--- src/rtl/core/gnms_fifo.sv ---
module gnms_fifo #(
  parameter int WIDTH = 8,
  parameter int DEPTH = 4
) (
  input  logic                       clk,
  input  logic                       rst_n,
  input  logic                       push,
  input  logic [WIDTH-1:0]           push_data,
  input  logic                       pop,
  output logic [WIDTH-1:0]           pop_data,
  output logic                       not_empty,
  output logic [$clog2(DEPTH+1)-1:0] count
);

  localparam int PW = (DEPTH > 1) ? $clog2(DEPTH) : 1;
  localparam int CNTW = $clog2(DEPTH + 1);

  logic [WIDTH-1:0] mem_r [DEPTH];
  logic [PW-1:0]    wr_ptr_r, wr_ptr_nxt;
  logic [PW-1:0]    rd_ptr_r, rd_ptr_nxt;
  logic [CNTW-1:0]  count_r, count_nxt;

  always_comb begin
    wr_ptr_nxt = wr_ptr_r;
    rd_ptr_nxt = rd_ptr_r;
    count_nxt = count_r;
    if (push) begin
      wr_ptr_nxt = (wr_ptr_r == PW'(DEPTH - 1)) ? '0 : wr_ptr_r + PW'(1);
    end
    if (pop) begin
      rd_ptr_nxt = (rd_ptr_r == PW'(DEPTH - 1)) ? '0 : rd_ptr_r + PW'(1);
    end
    if (push && !pop) begin
      count_nxt = count_r + CNTW'(1);
    end else if (pop && !push) begin
      count_nxt = count_r - CNTW'(1);
    end
  end

  always_ff @(posedge clk) begin
    if (!rst_n) begin
      wr_ptr_r <= '0;
      rd_ptr_r <= '0;
      count_r <= '0;
    end else begin
      wr_ptr_r <= wr_ptr_nxt;
      rd_ptr_r <= rd_ptr_nxt;
      count_r <= count_nxt;
    end
  end

  always_ff @(posedge clk) begin
    if (push) begin
      mem_r[wr_ptr_r] <= push_data;
    end
  end

  assign pop_data = mem_r[rd_ptr_r];
  assign not_empty = (count_r != '0);
  assign count = count_r;

  a_no_overflow: assert property (@(posedge clk) disable iff (!rst_n)
    push |-> (count_r < CNTW'(DEPTH)))
    else $error("Queue written while full.");

  a_no_underflow: assert property (@(posedge clk) disable iff (!rst_n)
    (count_r == '0) |-> !pop)
    else $error("Queue read while empty.");

endmodule

--- config.mk ---
export PLATFORM = sky130hd
export DESIGN_NAME = gnms_fifo
export DESIGN_NICKNAME = d
export VERILOG_FILES = /design/src/rtl/core/gnms_fifo.sv
export SDC_FILE = /design/constraint.sdc
export NUM_CORES = 1
export LEC_CHECK = 0
export BUFFER_PORTS_ARGS = -buffer_cell sky130_fd_sc_hd__buf_2
export CAP_MARGIN = 40
export CORE_MARGIN = 10
export CORE_UTILIZATION = 50
export CTS_CLUSTER_SIZE = 25
export DETAILED_ROUTE_END_ITERATION = 10
export GPL_TIMING_DRIVEN = 0
export PLACE_DENSITY = 0.71
export RECOVER_POWER = 100
export SYNTH_ARGS = -nofsm -noshare
export SYNTH_HDL_FRONTEND = slang
export SYNTH_SLANG_ARGS = --single-unit
--- constraint.sdc ---
create_clock -name clk -period 2.3 [get_ports clk]
set_clock_uncertainty 0.2 [all_clocks]
set_input_delay 0.69 -clock clk [delete_from_list [all_inputs] [get_ports clk]]
set_output_delay 0.69 -clock clk [all_outputs]
set_load 0.005 [all_outputs]
==> tab_implementation.tex <==
\begin{tabular}{lr}
\hline
Metric & Value \\
\hline
\multicolumn{2}{l}{\textbf{Floorplan}} \\
\quad Die span in x & 76.7 um \\
\quad Starting density of the core & 0.523 \\
\quad Standard-cell row count & 20 \\
\quad I/O pin count & 24 \\
\quad Die footprint & 5890 um2 \\
\quad Core region area & 3080 um2 \\
\quad Die span in y & 76.7 um \\
\multicolumn{2}{l}{\textbf{Timing}} \\
\quad Final critical path time including I/O delays and setup & 2.35 ns \\
\quad Max-Slew Margin vs Limit & 0.588 \\
\quad \# setup viols final & 8 \\
\quad Post-route fraction of the period consumed by the critical path & 1.02 \\
\quad Max-slew violation total from the final report & 0 \\
\quad Minimum setup slack in the final design & -0.0451 ns \\
\quad Final hold violations & 0 \\
\quad Actual slew at the worst max-slew pin & 0.618 ns \\
\quad RSZ-0062 raised after global routing & yes \\
\quad Hold Slack & 0.326 ns \\
\quad Timing-limited maximum frequency & 426 MHz \\
\multicolumn{2}{l}{\textbf{Detailed routing}} \\
\quad Total via count after detailed routing & 779 \\
\quad Remaining DRCs & 0 \\
\quad Antenna violation net count after detailed routing & 0 \\
\quad Via-to-Cell Ratio & 4.90 \\
\quad Number of search-and-repair iterations in the first detailed-routing pass & 4 \\
\quad Number of DRC violations after detailed-routing iteration 0 & 44 \\
\quad Drt wl/cell & 15.1 um \\
\quad Overall routed net length & 2400 um \\
\multicolumn{2}{l}{\textbf{Synth}} \\
\quad Portion of the post-synthesis area used by sequential elements & 0.709 \\
\quad Dominant cells by area after synthesis & sky130\_fd\_sc\_hd\_\_edfxtp\_1, sky130\_fd\_sc\_hd\_\_dfxtp\_1, sky130\_fd\_sc\_hd\_\_mux4\_2, sky130\_fd\_sc\_hd\_\_ha\_1, sky130\_fd\_sc\_hd\_\_mux2i\_1 \\
\quad Count of state elements after synthesis & 41 \\
\quad Syn Nets & 104 \\
\quad Yosys synthesis warning count & 0 \\
\quad Syn Area/Cell & 18.9 um2 \\
\quad Mapped Area & 1610 um2 \\
\quad Gate count of the mapped netlist & 85 \\
\quad Top cell type's share of synthesized area & 0.597 \\
\quad Cell taking the most area after synthesis & sky130\_fd\_sc\_hd\_\_edfxtp\_1 \\
\quad Library cells used by synthesis & 19 \\
\multicolumn{2}{l}{\textbf{Power and ir drop}} \\
\quad Leakage power of the design & 0.649 nW \\
\quad Worst-case vdd ir drop & 399 uV \\
\quad Power per standard cell area & 739 nW/um2 \\
\multicolumn{2}{l}{\textbf{Run}} \\
\quad Number of violations of the max-capacitance limit & 0 \\
\multicolumn{2}{l}{\textbf{Clocking}} \\
\quad Clock buffer count from CTS & 5 \\
\quad Number of buffers on the longest clock path & 2 \\
\quad Clock latency reported for the late side of the worst-skew pair & 0.33 ns \\
\quad Cell at the root of the clock tree & sky130\_fd\_sc\_hd\_\_clkbuf\_4 \\
\quad Post-CTS clock slew at the launch and capture registers of the worst setup and hold paths & 0.10 ns \\
\quad Number of H-tree levels & 2 \\
\quad Number of clock sinks seen by CTS & 41 \\
\quad TritonCTS clock tree & built \\
\multicolumn{2}{l}{\textbf{Placement}} \\
\quad Post-placement setup slack & -0.107 ns \\
\quad Port Buffers & 23 \\
\quad Final HPWL from detailed placement & 1780 um \\
\quad Final weighted congestion of routability-driven global placement & 0.674 \\
\multicolumn{2}{l}{\textbf{Global routing}} \\
\quad Overall fraction of global-route tracks in use & 0.0893 \\
\quad GRT met1 Usage & 0.101 \\
\quad Via count of the first global-routing pass & 842 \\
\quad Antenna violations before repair & 0 \\
\quad Met3 usage in global routing & 0.0408 \\
\quad Total global routing overflow & 0 \\
\quad GRT Max-Usage Layer & met2 \\
\quad Wire length of the first global-routing pass & 4130 um \\
\quad Pin count of the biggest net entering global routing & 12 \\
\quad Global-route track usage on met2 & 0.137 \\
\multicolumn{2}{l}{\textbf{Setup path}} \\
\quad Maximum fanout along the worst path & 8 \\
\quad Element type at the critical path start & flip-flop \\
\quad Slack of the worst reg-to-reg path & 0.60 ns \\
\quad Crit path required time & 1.41 ns \\
\quad Critical path class & flip-flop to output pin \\
\quad Endpoint kind of the worst setup timing path & output pin \\
\quad Data arrival at the endpoint of the critical path & 1.46 ns \\
\quad Origin of the critical flop-to-flop path & count[0] \\
\multicolumn{2}{l}{\textbf{Finish}} \\
\quad Share of cells above drive strength 1 & 0.252 \\
\quad Commonest cells after routing, fill and taps aside & sky130\_fd\_sc\_hd\_\_edfxtp\_1, sky130\_fd\_sc\_hd\_\_buf\_2, sky130\_fd\_sc\_hd\_\_clkbuf\_1 \\
\quad Most common cell after layout, fill and taps aside & sky130\_fd\_sc\_hd\_\_edfxtp\_1 \\
\quad Relative area change from synthesis to final layout & 13.2\% \\
\quad Final net count & 134 \\
\quad Number of filler cells placed in the layout & 252 \\
\quad Antenna fix cells & 0 \\
\multicolumn{2}{l}{\textbf{Run status}} \\
\quad Violations in the final reports & setup timing \\
\quad Outcome & finished, violations left \\
\multicolumn{2}{l}{\textbf{Min path}} \\
\quad Hold Startpoint & count[2] \\
\quad Min-Delay Path Class & flip-flop to flip-flop \\
\hline
\end{tabular}
[synth_stat cells, drive strengths merged]
cell,instances
o21a,1
mux4,8
o21ai,1
inv,4
a21boi,1
mux2i,4
xnor2,1
nor3,1
or3,2
nor2,1
ha,6
nor2b,5
dfxtp,9
clkbuf,1
buf,1
edfxtp,32
and2,5
xor2,1
fa,1
[sequential cells by signal, indices dropped and copies added, names as in the netlist, named ones only]
signal and flops:
rd_ptr_r 2, wr_ptr_r 2, mem_r 32, count 3
[area by class of cell]
type                            instances  area (um2)  share of cell area
Buffer                                  2        25.0              0.0137
Clock buffer                            6        41.3              0.0227
Clock inverter                          1        3.75             0.00206
Inverter                                4        15.0             0.00824
Multi-Input combinational cell         38         437               0.240
Sequential cell                        41        1140               0.627
Tap cell                               44        55.1              0.0302
Timing Repair Buffer                   23         103              0.0563
[power by group]
part           total (mW)  switching [mW]  internal, mW  leakage (nW)
clock network       0.311           0.200         0.111        0.0258
logic               0.172          0.0804        0.0914         0.255
registers           0.864          0.0212         0.842         0.369
[what timing repair did]
action | CTS | global route
hold buffers | 0 | 0
endpoints found under the hold margin | 0 | 0
endpoints found under the setup margin | 8 | 8
gates resized for setup | 2 | 1
setup buffers | 0 | 0
[kinds of logic (layout without fill, tap and decap cells)]
| group | after synthesis | in the layout | share of synthesized area |
|---|---|---|---|
| compound gates | 3 | 3 | 0.0124 |
| fa+ha+maj | 7 | 7 | 0.0591 |
| xor+xnor | 2 | 2 | 0.0109 |
| flops | 41 | 41 | 0.709 |
| mux | 12 | 12 | 0.137 |
| buf+inv | 6 | 36 | 0.0194 |
| simple gates | 14 | 14 | 0.0521 |
[metrics by stage]
| step | utilization | area [um2] | cells | TNS (ns) | power [mW] |
|---|---|---|---|---|---|
| CTS | 0.594 | 1830 | 159 | -0.545 | 1.37 |
| global placement | 0.578 | 1780 | 152 | -0.0346 | 1.05 |
| floorplan | - | 1610 | 85 | 0 | 0.983 |
| global route | 0.592 | 1820 | 159 | -0.901 | 1.42 |
| finish | 0.592 | 1820 | 159 | -0.238 | 1.35 |
| detailed placement | 0.578 | 1780 | 152 | -0.107 | 1.06 |
[layer usage]
| metal | part of all wire | up-vias |
|---|---|---|
| met5 | 0 | - |
| met4 | 0.021 | 0 |
| met3 | 0.053 | 6 |
| met2 | 0.47 | 18 |
| met1 | 0.46 | 372 |
| li1 | - | 383 |
[worst paths after layout]
path	to	cells after the start
hold / removal	count[2]	2
setup reg to reg	count[2]	4
setup / recovery	pop_data[3]	3
hold reg to reg	count[2]	2
[worst max-delay path, cell delays in order, from the launching register on]
cell	delay (ns)
sky130_fd_sc_hd__dfxtp_2	0.35
sky130_fd_sc_hd__buf_12	0.13
sky130_fd_sc_hd__mux4_2	0.50
sky130_fd_sc_hd__buf_2	0.14
(Power assumes the default switching activity.)
