<file path="config.mk">
export PLATFORM = sky130hd
export DESIGN_NAME = gnms_back
export DESIGN_NICKNAME = d
export VERILOG_FILES = /design/src/rtl/core/gnms_pkg.sv /design/src/rtl/core/gnms_back.sv
export SDC_FILE = /design/constraint.sdc
export NUM_CORES = 1
export LEC_CHECK = 0
export BUFFER_PORTS_ARGS = -buffer_cell sky130_fd_sc_hd__buf_2
export CAP_MARGIN = 20
export CORE_MARGIN = 2
export CORE_UTILIZATION = 65
export CTS_CLUSTER_DIAMETER = 150
export CTS_CLUSTER_SIZE = 28
export DETAILED_ROUTE_END_ITERATION = 6
export PLACE_DENSITY = 0.95
export SYNTH_ARGS = -nofsm -noshare
export SYNTH_HDL_FRONTEND = slang
export SYNTH_SLANG_ARGS = --single-unit
</file>
<file path="constraint.sdc">
create_clock -name clk -period 17.9 [get_ports clk]
set_clock_uncertainty 0.15 [all_clocks]
set_input_delay 3.58 -clock clk [delete_from_list [all_inputs] [get_ports clk]]
set_output_delay 3.58 -clock clk [all_outputs]
set_load 0.05 [all_outputs]
</file>
<file path="src/rtl/core/gnms_pkg.sv">
package gnms_pkg;

  localparam int IMG_W_BITS = 12;
  localparam int IMG_H_BITS = 13;
  localparam int ROW_W = 13;
  localparam int CFG_IDX_W = 2;
  localparam int CFG_DATA_W = 13;

  localparam logic [CFG_IDX_W-1:0] REG_IMAGE_WIDTH = 2'd0;
  localparam logic [CFG_IDX_W-1:0] REG_IMAGE_HEIGHT = 2'd1;

  localparam logic [IMG_W_BITS-1:0] WIDTH_RESET = 12'd640;
  localparam logic [IMG_H_BITS-1:0] HEIGHT_RESET = 13'd480;
  localparam logic [IMG_H_BITS-1:0] MIN_SIZE = 13'd3;
  localparam logic [IMG_H_BITS-1:0] MAX_HEIGHT = 13'd4096;

  // tan(pi/8) as an unsigned Q0.16 fraction.
  localparam int FRAC_BITS = 16;
  localparam int TAN_BITS = 15;
  localparam logic [TAN_BITS-1:0] TAN_Q16 = 15'd27146;

  localparam int QUEUE_DEPTH = 4;
  localparam int QCNT_W = $clog2(QUEUE_DEPTH + 1);

  typedef struct packed {
    logic       end_of_row;
    logic       emit;
    logic       end_of_frame;
    logic [2:0] row_ok;
    logic       left_ok;
    logic       right_ok;
  } nms_ctl_t;

  localparam int CTL_W = $bits(nms_ctl_t);

endpackage

</file>
<file path="src/rtl/core/gnms_back.sv">
module gnms_back #(
  parameter int MAG_BITS = 16,
  parameter int GRAD_BITS = 16
) (
  input  logic                        clk,
  input  logic                        rst_n,
  input  logic                        q_valid,
  output logic                        q_pop,
  input  gnms_pkg::nms_ctl_t          q_ctl,
  input  logic [MAG_BITS-1:0]         q_top,
  input  logic [MAG_BITS-1:0]         q_mid,
  input  logic [MAG_BITS-1:0]         q_mag,
  input  logic signed [GRAD_BITS-1:0] q_gx,
  input  logic signed [GRAD_BITS-1:0] q_gy,
  output logic                        out_valid,
  input  logic                        out_ready,
  output logic [MAG_BITS-1:0]         out_thin_magnitude,
  output logic                        out_end_of_row,
  output logic                        out_end_of_frame
);

  localparam int G = GRAD_BITS;
  localparam int PW = GRAD_BITS + gnms_pkg::TAN_BITS;
  localparam int SW = GRAD_BITS + gnms_pkg::FRAC_BITS;

  logic [MAG_BITS-1:0]  win1_r [3];
  logic [MAG_BITS-1:0]  win2_r [3];
  logic signed [G-1:0]  cg_x_r;
  logic signed [G-1:0]  cg_y_r;

  logic                 s1_valid_r, s1_valid_nxt;
  logic [MAG_BITS-1:0]  s1_c_r;
  logic [MAG_BITS-1:0]  s1_a_r;
  logic [MAG_BITS-1:0]  s1_b_r;
  logic                 s1_eor_r;
  logic                 s1_eof_r;

  logic                 out_valid_r, out_valid_nxt;
  logic [MAG_BITS-1:0]  out_thin_r;
  logic                 out_eor_r;
  logic                 out_eof_r;

  logic                 adv_out;
  logic                 s1_free;
  logic [MAG_BITS-1:0]  col_new [3];
  logic [MAG_BITS-1:0]  nb [3][3];
  logic [G-1:0]         ax;
  logic [G-1:0]         ay;
  logic [PW-1:0]        kx;
  logic [PW-1:0]        ky;
  logic [SW-1:0]        sx;
  logic [SW-1:0]        sy;
  logic                 horiz;
  logic                 vert;
  logic                 diag_main;
  logic [MAG_BITS-1:0]  s1_a_nxt;
  logic [MAG_BITS-1:0]  s1_b_nxt;

  assign adv_out = !out_valid_r || out_ready;
  assign s1_free = !s1_valid_r || adv_out;
  assign q_pop = q_valid && s1_free;

  assign col_new[0] = q_top;
  assign col_new[1] = q_mid;
  assign col_new[2] = q_mag;

  always_comb begin
    for (int k = 0; k < 3; k++) begin
      nb[0][k] = (q_ctl.row_ok[k] && q_ctl.left_ok) ? win1_r[k] : '0;
      nb[1][k] = q_ctl.row_ok[k] ? win2_r[k] : '0;
      nb[2][k] = (q_ctl.row_ok[k] && q_ctl.right_ok) ? col_new[k] : '0;
    end
  end

  always_comb begin
    ax = cg_x_r[G-1] ? ($unsigned(~cg_x_r) + G'(1)) : $unsigned(cg_x_r);
    ay = cg_y_r[G-1] ? ($unsigned(~cg_y_r) + G'(1)) : $unsigned(cg_y_r);
    kx = PW'(ax) * PW'(gnms_pkg::TAN_Q16);
    ky = PW'(ay) * PW'(gnms_pkg::TAN_Q16);
    sx = {ax, gnms_pkg::FRAC_BITS'(0)};
    sy = {ay, gnms_pkg::FRAC_BITS'(0)};
    horiz = (sy < SW'(kx));
    vert = (sx < SW'(ky));
    diag_main = (cg_x_r != '0) && (cg_y_r != '0) && (cg_x_r[G-1] == cg_y_r[G-1]);
    if (horiz) begin
      s1_a_nxt = nb[0][1];
      s1_b_nxt = nb[2][1];
    end else if (vert) begin
      s1_a_nxt = nb[1][0];
      s1_b_nxt = nb[1][2];
    end else if (diag_main) begin
      s1_a_nxt = nb[0][0];
      s1_b_nxt = nb[2][2];
    end else begin
      s1_a_nxt = nb[0][2];
      s1_b_nxt = nb[2][0];
    end
  end

  always_comb begin
    s1_valid_nxt = s1_valid_r;
    if (s1_free) begin
      s1_valid_nxt = q_pop && q_ctl.emit;
    end
    out_valid_nxt = out_valid_r;
    if (adv_out) begin
      out_valid_nxt = s1_valid_r;
    end
  end

  always_ff @(posedge clk) begin
    if (!rst_n) begin
      s1_valid_r <= 1'b0;
      out_valid_r <= 1'b0;
      cg_x_r <= '0;
      cg_y_r <= '0;
      for (int k = 0; k < 3; k++) begin
        win1_r[k] <= '0;
        win2_r[k] <= '0;
      end
    end else begin
      s1_valid_r <= s1_valid_nxt;
      out_valid_r <= out_valid_nxt;
      if (q_pop) begin
        cg_x_r <= q_gx;
        cg_y_r <= q_gy;
        for (int k = 0; k < 3; k++) begin
          win1_r[k] <= win2_r[k];
          win2_r[k] <= col_new[k];
        end
      end
    end
  end

  always_ff @(posedge clk) begin
    if (q_pop) begin
      s1_c_r <= nb[1][1];
      s1_a_r <= s1_a_nxt;
      s1_b_r <= s1_b_nxt;
      s1_eor_r <= q_ctl.end_of_row;
      s1_eof_r <= q_ctl.end_of_frame;
    end
    if (adv_out && s1_valid_r) begin
      out_thin_r <= ((s1_c_r != '0) && (s1_c_r >= s1_a_r) && (s1_c_r >= s1_b_r))
                    ? s1_c_r : '0;
      out_eor_r <= s1_eor_r;
      out_eof_r <= s1_eof_r;
    end
  end

  assign out_valid = out_valid_r;
  assign out_thin_magnitude = out_thin_r;
  assign out_end_of_row = out_eor_r;
  assign out_end_of_frame = out_eof_r;

  a_eof_ends_row: assert property (@(posedge clk) disable iff (!rst_n)
    (out_valid_r && out_eof_r) |-> out_eor_r)
    else $error("Frame end shown on a word that does not end a row.");

endmodule

</file>
==> metrics.txt, run 1 <==
startpoint types=flip-flop; fmax=99.60 MHz; WS Path Type=flip-flop to flip-flop; fin crit period=10040 ps; core box area=26950 sq um; Worst Path Max Fanout=32; crit end category=flip-flop; Post-Syn Area=17890 sq um; Synth Instances=1810; Post-CTS Hold Buffers=0; Ys Warns=0; delay-heaviest family, CP=adder cells; CP bufs+invs=8; Port Buffer Count=111; Routed Antenna Nets=0; Layout area overhead=8.178%; clk_lat worst skew=460 ps; GR Overflow Total=0; Vert. Die Dim=169.9 um; count of final setup violators=0; Core Util, Final=0.7179; total die area=28860 sq um; Post-synth EDFFs=164; Reg clk slew, reported paths=80 ps; largest buffer count on any clock path=2; worst-margin pin slew=1142 ps; post-synthesis sequential area ratio=0.3134; number of buffers added for setup after CTS=0; synth unique cells=73; CTS tree=done; Slew headroom=0.2389; Final TNS setup=0 ps; RSZ-0062 raised after global routing=no; DRC=0; Seq cells post-synth=198; share of cells above drive strength 1=0.1096; Crit path top cell by count=inv_1; largest net degree at the start of global routing=132; largest cells by area after synthesis=edfxtp_1 (28%), ha_1 (20%), fa_1 (8.3%); Die W=169.9 um; Post-Synth XOR/XNOR Area=0.03428; row count=60; via count=14107; GR Util All Layers=0.3259; max cap viols=0; htree depth=4; I/O pins=112; GP Congestion=1.031; top cell type by total area after synthesis=edfxtp_1; P per Cell Area=116.3 nW/um^2; drt total wl=46540 um; Avg Inst Size Synth=9.882 sq um; first-pass GRT wire length=72990 um; Fin. Hold Viols=0; proportion of netlist area held by the largest area contributor=0.2753; hold slack=272.7 ps; compound-cell area share of the yosys netlist=0.1009; Synth Area in Simple Gates=0.1450; VDD IR-drop max=77.50 uV; initial antenna violation count=1; Initial Util=0.6636; asr flop ratio synth=0; largest family of logic cells by synthesized area=adder cells; final net count=2343; Iteration-0 DRC Markers=1801; final worst-path cycle share=0.5609; CTS Sinks=198; leakage=9.850 nW; HPWL Detailed=34530 um; Slew Limit Fails=0; # resized after CTS=0; drt first pass iters=6; vias in the first global route=13823; Min-Delay Path Class=flip-flop to flip-flop; critical path data arrival time=10120 ps; cts bufs inserted=17; CP max-delay cell=xnor2_1; commonest non-fill, non-tap cell in the layout=ha_1; Critical Path RT=17980 ps; syn_nets=2268; mux share of post-synthesis cell area=0.04498; Synth Area in Adders=0.2871; slowest stage delay, CP=730 ps; status=completed; wire per inst=20.77 um; dominant synthesized flop cell=edfxtp_1; most frequent cells in the layout=ha_1 (292), inv_1 (257), nand2_1 (193), edfxtp_1 (164), buf_2 (110); routed vias/inst=6.295; root buf cell=clkbuf_16
==> final cells by class <==
cell class	instances	area [sq um]
multi-input combinational	1283	10980
fill	1761	7602
sequential	198	5605
inverter	258	970.9
timing repair buffer	127	698.2
tap	341	426.7
clock buffer	17	425.4
clock inverter	15	236.5
antenna	2	5.005
==> cell usage after synthesis, drive strengths merged (7+ instances only) <==
master / n
nor2b: 11
and3: 99
fa: 74
o31ai: 10
mux2i: 32
xor2: 27
nor2: 75
nand2: 195
a31oi: 36
nand4: 15
edfxtp: 164
buf: 19
mux2: 33
nor4: 7
clkbuf: 46
nor3: 21
ha: 292
nor3b: 16
nand2b: 16
a21boi: 37
xnor2: 43
o41ai: 8
nand3: 19
inv: 258
a21oi: 45
and2: 27
dfxtp: 34
a21o: 50
o21ai: 33
==> worst paths after layout <==
path	startpoint	endpoint	slack (ps)	cells past startpoint
hold reg to reg	s1_eor_r	out_end_of_row	270	0
setup / recovery	cg_y_r[0]	s1_b_r[6]	7860	36
hold / removal	s1_eor_r	out_end_of_row	270	0
setup reg to reg	cg_y_r[0]	s1_b_r[6]	7860	36
==> metal layers <==
metal / vias to the layer above / routed length (um) / GRT usage
met2: 818 / 21790 / 0.5308
met4: 0 / 1522 / 0.1085
li1: 6434 / - / -
met3: 137 / 4463 / 0.06186
met1: 6718 / 18770 / 0.4407
met5: - / 0 / 0
==> report_power, final <==
part	internal [mW]	total [mW]	leakage (nW)	switching, mW
logic	0.512	1.26	7.49	0.749
registers	0.535	0.557	2.04	0.0222
clock network	0.210	0.431	0.318	0.221
==> state kept, by name, summed over array words and instances (netlist names) <==
name and count:
cg_x_r 16, cg_y_r 16, out_end_of_frame 1, out_end_of_row 1, out_thin_magnitude 16, out_valid 1, s1_a_r 16, s1_b_r 16
s1_c_r 16, s1_eof_r 1, s1_eor_r 1, s1_valid_r 1, win1_r 48, win2_r 48
==> logic make-up after synthesis <==
kind of cell | Yosys count
flip-flops | 198
XOR/XNOR | 70
AO/OA/AOI/OAI | 264
AND/OR/NAND/NOR | 518
multiplexers | 65
adder cells (fa/ha/maj) | 366
buffers and inverters | 329
==> worst register-to-register path: cells and delay by family, from the launching register on <==
family	cells	cell delay (ps)
AOI/OAI and AO/OA	9	1920
buffers and inverters	8	750
muxes	2	690
adders and majority gates	9	3500
DFF	1	520
xor gates and xnor gates	2	820
and+or+nand+nor	6	1460
==> metrics by stage <==
stage	cell area (sq um)	setup slack [ps]	total power, mW	instances
5_1_grt	19340	7534	2.407	2239
3_3_place_gp	18640	8640	1.733	2204
2_1_floorplan	17890	8077	1.463	1810
4_1_cts	19300	8087	2.224	2236
6_report	19350	7860	2.250	2241
3_5_place_dp	18640	8187	1.779	2204
(Power assumes the default switching activity.)
==> run 2, diff against run 1 <==
--- a/config.mk
+++ b/config.mk
@@ -5,14 +5,15 @@
 export SDC_FILE = /design/constraint.sdc
 export NUM_CORES = 1
 export LEC_CHECK = 0
+export ABC_AREA = 1
 export BUFFER_PORTS_ARGS = -buffer_cell sky130_fd_sc_hd__buf_2
 export CAP_MARGIN = 20
 export CORE_MARGIN = 2
-export CORE_UTILIZATION = 65
+export CORE_UTILIZATION = 63
 export CTS_CLUSTER_DIAMETER = 150
 export CTS_CLUSTER_SIZE = 28
 export DETAILED_ROUTE_END_ITERATION = 6
-export PLACE_DENSITY = 0.95
+export PLACE_DENSITY = 0.93
 export SYNTH_ARGS = -nofsm -noshare
 export SYNTH_HDL_FRONTEND = slang
 export SYNTH_SLANG_ARGS = --single-unit
==> constraint.sdc (replaced) <==
create_clock -name clk -period 9.85 [get_ports clk]
set_clock_uncertainty 0.15 [all_clocks]
set_input_delay 1.97 -clock clk [delete_from_list [all_inputs] [get_ports clk]]
set_output_delay 1.97 -clock clk [all_outputs]
set_load 0.05 [all_outputs]
==> run 2 against run 1 <==
The run now ends with DRC left. Count of clock-buffer cells in the layout is the same. Via count up 12%. Combinational power is 130% higher. Clock power up 77%. Worst setup slack lost 7200 ps. Power rose by 110%. Final area grew 3.3%. Synthesized cell count rose by 27%. Register-to-register slack got worse by 7200 ps. Cell count up 24%. Sequential share of layout area is 0.94 points lower. Critical path type unchanged. Largest cell class unchanged.
==> metrics.txt, run 2 <==
status=finished with violations; failing checks=DRC; post-synthesis sequential area ratio=0.3039; max cap viols=0; CP bufs+invs=5; slowest stage delay, CP=720 ps; WS Path Type=flip-flop to flip-flop; Seq cells post-synth=198; top flop regs=win1_r (48), win2_r (48); Iteration-0 DRC Markers=1699; dominant synthesized flop cell=edfxtp_1; syn_nets=2754; wire per inst=17.60 um; most frequent cell after synthesis=inv_1; vias in the first global route=16001; HPWL Detailed=38550 um; core box area=28780 sq um; power consumption=4.738 mW; number of buffers added for setup after CTS=0; final setup margin=656.9 ps; DRC=5; Post-CTS Hold Buffers=0; Ys Warns=0; dpl cell area=19320 sq um; Post-Syn Area=18450 sq um; fin crit period=9193 ps; initial antenna violation count=0; Reg clk slew, reported paths=80 ps; diode count=0; design area=20000 sq um; Avg Inst Size Synth=8.034 sq um; largest net degree at the start of global routing=97; CTS Sinks=198; final net count=2840; clk_lat worst skew=460 ps; Final TNS setup=0 ps; Critical Path RT=9900 ps; RSZ-0062 raised after global routing=no; Slew Limit Fails=0; htree depth=4; Cells on Worst Hold Path=0; asr flop ratio synth=0; Layout area overhead=8.404%; Hold EP=out_end_of_frame; row count=62; synth cell count leaders=inv_1 (513), nand2_1 (393), ha_1 (292); critical path data arrival time=9240 ps; Crit path top cell by count=nor2_1; Fin. Hold Viols=0; routed vias/inst=5.692; delay-heaviest family, CP=simple AND/OR/NAND/NOR gates; worst-margin pin slew=1018 ps; commonest non-fill, non-tap cell in the layout=inv_1; Vert. Die Dim=175.1 um; largest cells by area after synthesis=edfxtp_1 (27%), ha_1 (20%), inv_1 (10%); Post-synth EDFFs=164; Slew headroom=0.3213; Initial Util=0.6409; CP max-delay cell=xor2_1; drt total wl=48920 um; top cell type by total area after synthesis=edfxtp_1; I/O pins=112; cts bufs inserted=17; CTS tree=done; worst r2r src=cg_y_r[0]; Min-Delay Path Class=flip-flop to flip-flop; Die W=175.1 um; P per Cell Area=236.9 nW/um^2; most frequent cells in the layout=inv_1 (513), nand2_1 (391), ha_1 (292), nor2_1 (214), nand3_1 (188); Reg2Reg Setup Slack=660 ps; reg-to-reg endpoint=s1_a_r[10]; filler cell count=2096; startpoint types=flip-flop; synth unique cells=46; count of final setup violators=0; fmax=108.8 MHz; proportion of netlist area held by the largest area contributor=0.2670; total die area=30660 sq um; drt first pass iters=7; hold_sp=s1_eof_r; final worst-path cycle share=0.9333; GR Util All Layers=0.3248; Port Buffer Count=111; root buf cell=clkbuf_16; Routed Antenna Nets=0; Worst Setup SP=cg_y_r[0]; largest buffer count on any clock path=2; first-pass GRT wire length=78730 um; Core Util, Final=0.6948; GR Overflow Total=0; Synth Instances=2296; VDD IR-drop max=171.8 uV; crit end category=flip-flop; reg2reg path depth=40; via count=15819; Worst Path Max Fanout=33; leakage=10.69 nW; DP Worst Slack=789.6 ps; GP Congestion=1.016; share of cells above drive strength 1=0.07808
==> run 2: cell types whose count changed after synthesis, sizes merged, moves of 42 or more <==
cell,change
and3,-99
o21ai,+65
a21o,-42
nand3,+171
nand2,+202
nor2,+143
inv,+266
==> run 2: cell type report <==
type,instances,area [sq um],share of cell area
Inverter,525,1974,0.09874
Sequential cell,198,5605,0.2803
Multi-Input combinational cell,1515,10610,0.5306
Timing Repair Buffer,125,680.7,0.03404
Clock inverter,15,219.0,0.01095
Tap cell,384,480.5,0.02403
Clock buffer,17,425.4,0.02128
==> run 2: power by group <==
group	total [mW]	leakage (nW)	internal, mW	switching [mW]
Combinational	2.90	8.36	1.05	1.85
Sequential	1.07	2.03	1.02	0.0573
Clock	0.761	0.307	0.376	0.384
Total	4.74	10.7	2.44	2.29
==> run 2: how the worst max path moves through the flow <==
stage	endpoint	cells after the start
finish	s1_a_r[10]	40
global route	s1_a_r[9]	40
CTS	s1_a_r[10]	40
detailed placement	s1_a_r[9]	40
global placement	s1_a_r[6]	40
floorplan	s1_b_r[10]	37
==> run 2: logic make-up after synthesis <==
kind of cell | Yosys count | synth area share
adders and majority gates | 366 | 0.2784
AOI/OAI and AO/OA | 212 | 0.06247
DFF | 198 | 0.3039
and+or+nand+nor | 868 | 0.2004
buffers and inverters | 583 | 0.1220
xor gates and xnor gates | 69 | 0.03276
==> run 2: per-stage QoR <==
step / std cells / hold slack, ps
finish: 2779 / 282.4
global route: 2779 / 286.8
CTS: 2778 / 285.3
detailed placement: 2746 / 262.7
global placement: 2746 / 256.3
floorplan: 2296 / 250.3
==> run 2: repair_timing <==
| action | 4_1_cts | 5_1_grt |
|---|---|---|
| hold endpoints to repair | 0 | 0 |
| setup endpoints to repair | 0 | 2 |
| resized for setup | 0 | 1 |
==> run 2: layer usage <==
metal	global-route usage	wire [um]	vias up
met2	0.5272	22920	837
met5	0	0	-
met1	0.4196	19430	7303
met4	0.1333	1734	0
met3	0.07485	4833	162
li1	-	-	7517
